**config.mk**
```make
export PLATFORM = sky130hd
export DESIGN_NAME = dpfc_step
export DESIGN_NICKNAME = d
export VERILOG_FILES = /design/src/dpfc_pkg.sv /design/src/dpfc_step.sv
export SDC_FILE = /design/constraint.sdc
export NUM_CORES = 1
export LEC_CHECK = 0
export BUFFER_PORTS_ARGS = -buffer_cell sky130_fd_sc_hd__clkbuf_2
export CORE_UTILIZATION = 46
export DETAILED_ROUTE_END_ITERATION = 12
export PLACE_DENSITY = 0.81
export SLEW_MARGIN = 30
export SYNTH_ARGS = -nofsm -noshare
export SYNTH_HDL_FRONTEND = slang
export SYNTH_SLANG_ARGS = --single-unit
```
**constraint.sdc**
```tcl
create_clock -name vclk -period 2.33
set_input_delay 0.1165 -clock vclk [all_inputs]
set_output_delay 0.1165 -clock vclk [all_outputs]
set_load 0.02 [all_outputs]
```
**src/dpfc_pkg.sv**
```systemverilog
// Shared types, constants and helpers for the debug packet frame checker.
`default_nettype none
package dpfc_pkg;

	// Framing characters and minimum frame length ('$' .. '#' plus two digits)
	localparam logic [7:0] START_MARK = 8'h24;
	localparam logic [7:0] END_MARK   = 8'h23;
	localparam logic [2:0] MIN_FRAME  = 3'd4;
	localparam logic [7:0] ESC_RESET  = 8'd125;

	// Frame parser phase
	typedef enum logic [1:0] {
		PH_HUNT    = 2'd0,
		PH_PAYLOAD = 2'd1,
		PH_AFTER   = 2'd2
	} phase_t;

	// Verdict codes
	typedef enum logic [2:0] {
		ST_GOOD     = 3'd0,
		ST_NO_START = 3'd1,
		ST_SHORT    = 3'd2,
		ST_NO_END   = 3'd3,
		ST_DIGITS   = 3'd4,
		ST_BAD_HEX  = 3'd5,
		ST_MISMATCH = 3'd6
	} status_t;

	// Per-frame parser state
	typedef struct packed {
		phase_t      phase;
		logic        esc_pend;
		logic [7:0]  sum;
		logic [2:0]  pkt_len;
		logic [1:0]  digits;
		logic [3:0]  hi_nib;
		logic        hex_err;
	} frame_state_t;

	// One result item
	typedef struct packed {
		logic [7:0] payload_byte;
		logic       payload_valid;
		logic       verdict_valid;
		status_t    status;
	} result_t;

	localparam frame_state_t FRAME_CLEAR = '{
		phase:    PH_HUNT,
		esc_pend: 1'b0,
		sum:      8'd0,
		pkt_len:  3'd0,
		digits:   2'd0,
		hi_nib:   4'd0,
		hex_err:  1'b0
	};

	// Hex digit value; bit 4 set means not a hex digit
	function automatic logic [4:0] hex_value(input logic [7:0] b);
		logic [4:0] v;
		begin
			if (b >= 8'h30 && b <= 8'h39) begin
				v = {1'b0, 4'(b - 8'h30)};
			end else if (b >= 8'h61 && b <= 8'h66) begin
				v = {1'b0, 4'(b - 8'h57)};
			end else if (b >= 8'h41 && b <= 8'h46) begin
				v = {1'b0, 4'(b - 8'h37)};
			end else begin
				v = 5'h10;
			end
			return v;
		end
	endfunction

endpackage
`default_nettype wire

```
**src/dpfc_step.sv**
```systemverilog
// Next-state and result logic for one byte of the frame checker.
`default_nettype none
module dpfc_step (
	input  dpfc_pkg::frame_state_t st,
	input  logic [7:0]             esc_char,
	input  logic [7:0]             data_byte,
	input  logic                   last,
	output dpfc_pkg::frame_state_t nxt,
	output dpfc_pkg::result_t      res
);
	import dpfc_pkg::*;

	logic [4:0] hv;
	logic       pay_v;
	logic [7:0] rx;
	status_t    status;

	always_comb begin
		hv     = hex_value(data_byte);
		nxt    = st;
		pay_v  = 1'b0;
		status = ST_GOOD;
		rx     = {st.hi_nib, hv[3:0]};

		// Byte processing by phase
		case (st.phase)
			PH_PAYLOAD: begin
				if (st.pkt_len < MIN_FRAME) nxt.pkt_len = st.pkt_len + 3'd1;
				if (st.esc_pend) begin
					nxt.esc_pend = 1'b0;
					pay_v        = 1'b1;
				end else if (data_byte == esc_char) begin
					nxt.esc_pend = 1'b1;
					pay_v        = 1'b1;
				end else if (data_byte == END_MARK) begin
					nxt.phase  = PH_AFTER;
					nxt.digits = 2'd0;
				end else begin
					pay_v = 1'b1;
				end
				if (pay_v) nxt.sum = st.sum + data_byte;
			end
			PH_AFTER: begin
				if (st.pkt_len < MIN_FRAME) nxt.pkt_len = st.pkt_len + 3'd1;
				if (st.digits < 2'd2) begin
					if (hv[4]) begin
						nxt.hex_err = 1'b1;
					end else if (st.digits == 2'd0) begin
						nxt.hi_nib = hv[3:0];
					end
				end
				if (st.digits < 2'd3) nxt.digits = st.digits + 2'd1;
			end
			default: begin
				// hunting; the unused phase code behaves the same
				if (st.esc_pend) begin
					nxt.esc_pend = 1'b0;
				end else if (data_byte == esc_char) begin
					nxt.esc_pend = 1'b1;
				end else if (data_byte == START_MARK) begin
					nxt         = FRAME_CLEAR;
					nxt.phase   = PH_PAYLOAD;
					nxt.pkt_len = 3'd1;
				end
			end
		endcase

		// Verdict on the buffer's last byte, then back to hunting
		if (last) begin
			if (nxt.phase != PH_PAYLOAD && nxt.phase != PH_AFTER) begin
				status = ST_NO_START;
			end else if (nxt.pkt_len < MIN_FRAME) begin
				status = ST_SHORT;
			end else if (nxt.phase == PH_PAYLOAD) begin
				status = ST_NO_END;
			end else if (nxt.digits != 2'd2) begin
				status = ST_DIGITS;
			end else if (nxt.hex_err) begin
				status = ST_BAD_HEX;
			end else if (rx != nxt.sum) begin
				status = ST_MISMATCH;
			end
			nxt = FRAME_CLEAR;
		end

		res.payload_byte  = pay_v ? data_byte : 8'd0;
		res.payload_valid = pay_v;
		res.verdict_valid = last;
		res.status        = status;
	end

endmodule
`default_nettype wire

```
Word level (Yosys, flattened, before mapping). Index checks and enable logic that the tools add are counted.

Output and inout bits: 34. Input port bits: 38. Memories: 0. Word-level logic and storage cells: 73. Bits in writable memories: 0. Bits in latches: 0. Bits in read-only memories: 0. Register bits after elaboration: 0.

Div/mod/pow operators: 0. Mux-type cells: 42. Bitwise operators: 0. Equality and inequality tests: 10. Shifts and indexed selects: 0. $add $sub $neg: 6. Multiply operators: 0. Reduce and logical (&&, ||, !) cells: 5. Magnitude comparators: 10.

Operators by type and width (number): 21-bit two-way mux (2); 18-bit two-way mux (2); 3-bit two-way mux (8); 11-bit case mux with 2 select lines (1); 5-bit two-way mux (4); 5-bit case mux with 2 select lines (2); 2-bit two-way mux (9); 8-bit by 6-bit == test with 1-bit output (second input constant) (2); 8-bit by 7-bit >= comparator with 1-bit output (second input constant) (2); 8-bit by 7-bit <= comparator with 1-bit output (second input constant) (2); 8-bit two-way mux (2); 1-bit two-way mux (10); 8-bit adder (1); 8-bit == test (1); 8-bit by 6-bit >= comparator with 1-bit output (second input constant) (1); 8-bit by 6-bit <= comparator with 1-bit output (second input constant) (1); 4-bit two-way mux (2); 8-bit inequality test (1); 4-bit by 3-bit subtractor with 4-bit output (second input constant) (2); 3-bit < comparator (second input constant) (2); 2-bit by 1-bit == test with 1-bit output (second input constant) (2); 1-bit logical AND (4); 2-bit < comparator (second input constant) (2); 2-bit inequality test (second input constant) (2); 6 further kinds (6).

Depth between registers and ports, before layout.
Depth after elaboration: 15. Depth in mapped cells: 13. Mapped depth without buffers: 11.

Worst setup path after synthesis. Ideal clock, no wire load.

Kind: input -> output. From: input data_byte[2]. To: output res[1] in the netlist's numbering. Cell stages on the path: 13. Data required time: 2.214 ns. Path slack: -0.091 ns. Arrival time: 2.305 ns. Path through: buf_6 > xnor2_4 > nand4_4 > o211a_1 > buf_4 > nor2b_1 > clkbuf_1 > o21ai_0 > nand2_1 > ha_1 > nor2b_1 > nand2_1 > o21ai_2.

RTL lines: start, declared (RTL line dpfc_step.sv:6) `input logic [7:0] data_byte,`; end, declared (RTL line dpfc_step.sv:9) `output dpfc_pkg::result_t res`.

==> metrics.cfg <==
[timing]
max_clock_freq_ghz = 0.365
fin_crit_sh = 1.18
worstMarginPinSlew_ns = 0.568
final_max_slew_viol_count = 0
setup_viol = 5
period_minus_slack_ns = 2.74
relSlewSlack = 0.618
hold_viol_final = 0
post-route-worst-setup-slack_ns = -0.412
rsz0062_at_grt = true

[synth]
synthTopCellsByArea = ha_1 10%, xnor2_1 9.2%, nor2_1 7.0%
netlist.area_leader.share = 0.102
seq_area_frac_synth = 0
yosys.cell_count.top_type = nor2_1
syn_area_sq_mm = 0.00171
syn_avg_cell_area_sq_um = 6.98
synth_cell_types = 67
synth_common_cells = 32 x nor2_1, 23 x nand2_1, 19 x a21oi_1
yosysWarnings = 0
yosysTopAreaCell = ha_1
syn_nets = 298
synthCells = 245

[floorplanning]
dieWidth_um = 63.0
core_area_sq_mm = 0.00344
dieArea_sq_mm = 0.00396
start_util = 0.497
fp.dieH_um = 63.0
ios = 72
rows = 21

[finish]
areaGrowthSynthToFinish_pct = 72.7
diodes = 0
fin_util = 0.858
regArea_sq_um = 0
nets = 437
nClkBuffers = 0
drive_gt1_frac = 0.529
seq_cell_count = 0

[critical_path]
path_max_fanout = 4
cp-startpoint = data_byte[3]
start_kind = input pin
cpMostUsedCell = o211ai_1
crit_slowest_cell = nor4_1
arrival_ns = 2.63
critPathKind = in -> out
required_ns = 2.21
path_cells = clkbuf_2 > ha_1 > o211ai_1 > o211ai_1 > a221oi_2 > nor4_1 > a211oi_2 > xnor2_1 > a21oi_1 > and4_4 > o21ai_4 > buf_8
critPathMaxStageDelay_ns = 0.51
crit_path_end_kind = primary output

[run]
cap_violations = 0

[power_and_ir_drop]
combinationalPowerShare = 1.000
seq_power_share = 0
swShare = 0.535
power_leakage_nw = 1.42
power.share.clock = 0
ir_drop_mv = 0.152
p_switching_w = 0.000397
p_int_w = 0.000345
power.density_mw_per_mm2 = 251

[detailed_routing]
drt_iter0_drc = 352
dr.pass1.iters = 6
dr_total_vias = 2686
post-route-drc-count = 0
viasPerCell = 6.28
postRouteAntennaNets = 0
routedWlPerCell_um = 19.9
wl_um = 8540

[worst_hold_path]
min_from = data_byte[1]
hold_path_class = in -> out

[global_routing]
gr-total-overflow = 0
grt_pass1_wl_um = 11400
grt_max_degree = 21
grt_pass1_vias = 2474
antenna_found_initial = 0
grtUsageTotal = 0.357

[placement]
portBuffers = 72
gp_congestion = 0.906
dp.final_hpwl_um = 5310
dp_slack_ns = -0.494

[run_status]
status = finished, violations left
violations = setup timing

==> power by group through the flow <==
stage	combinational (W)	sequential (W)	clock (W)
2_1_floorplan	0.000349	0	0
3_3_place_gp	0.000589	0	0
3_5_place_dp	0.000609	0	0
4_1_cts	0.000642	0	0
5_1_grt	0.000781	0	0
6_report	0.000741	0	0
==> worst paths after layout <==
check      to  slack, ns  cells past startpoint
min    res[6]       0.63                      3
max    res[1]      -0.41                     12
==> cell usage in the layout (no fill, tap or decap), types with 4 or more instances in the layout <==
master    netlist  routed
buf_4           3      71
clkbuf_2        0      64
nor2_1         32      30
nand2_1        23      23
a21oi_1        19      17
xnor2_1        18      15
buf_6           2      13
o21ai_0        14      10
and2_1         11       9
ha_1           14       9
nor2b_1         9       8
inv_1           9       7
nand2b_1        6       6
xnor2_2         1       4
o211ai_1        4       4
a31oi_1         4       4
nand3_1         4       4
==> area by class of cell <==
cell class,instances,area (sq um)
multi-input cells,222,1800
repair buffers,151,1060
fillers,172,490
well taps,46,57.6
inverters,9,33.8
==> per-stage QoR <==
step	hold slack (ns)	area [sq um]	instances	setup TNS (ns)	power, W
after floorplan	0.346	1730	245	0	0.000349
after global placement	0.622	2630	423	-0.870	0.000589
after detailed placement	0.648	2630	423	-1.12	0.000609
after CTS	0.625	2760	427	-0.720	0.000642
after global routing	0.635	2950	428	-1.61	0.000781
final	0.632	2950	428	-0.943	0.000741
==> worst max-delay path, delay by kind of cell <==
family	cells	cell delay [ns]
adder cells (fa/ha/maj)	1	0.32
AO/OA/AOI/OAI	6	0.93
buffers and inverters	2	0.31
AND/OR/NAND/NOR	2	0.78
XOR/XNOR	1	0.16
==> metal layers <==
layer / global-route usage / routed length (um) / vias to the layer above
li1: - / - / 1163
met4: 0.189 / 679 / 0
met1: 0.416 / 3110 / 1236
met3: 0.0274 / 667 / 70
met2: 0.637 / 4080 / 217
met5: 0 / 0 / -
==> repair_timing <==
item,4_1_cts,5_1_grt
resized for setup,22,53
pin swaps,14,17
buffers inserted,4,2
hold buffers,0,0
setup endpoints to repair,6,15
==> logic make-up after synthesis <==
group,after synthesis,synth area share
and+or+nand+nor,107,0.346
buffers and inverters,23,0.0666
adders and majority gates,15,0.114
xor gates and xnor gates,23,0.133
muxes,3,0.0183
AOI/OAI and AO/OA,74,0.322
Note: power is estimated with default switching activity, not from simulation.
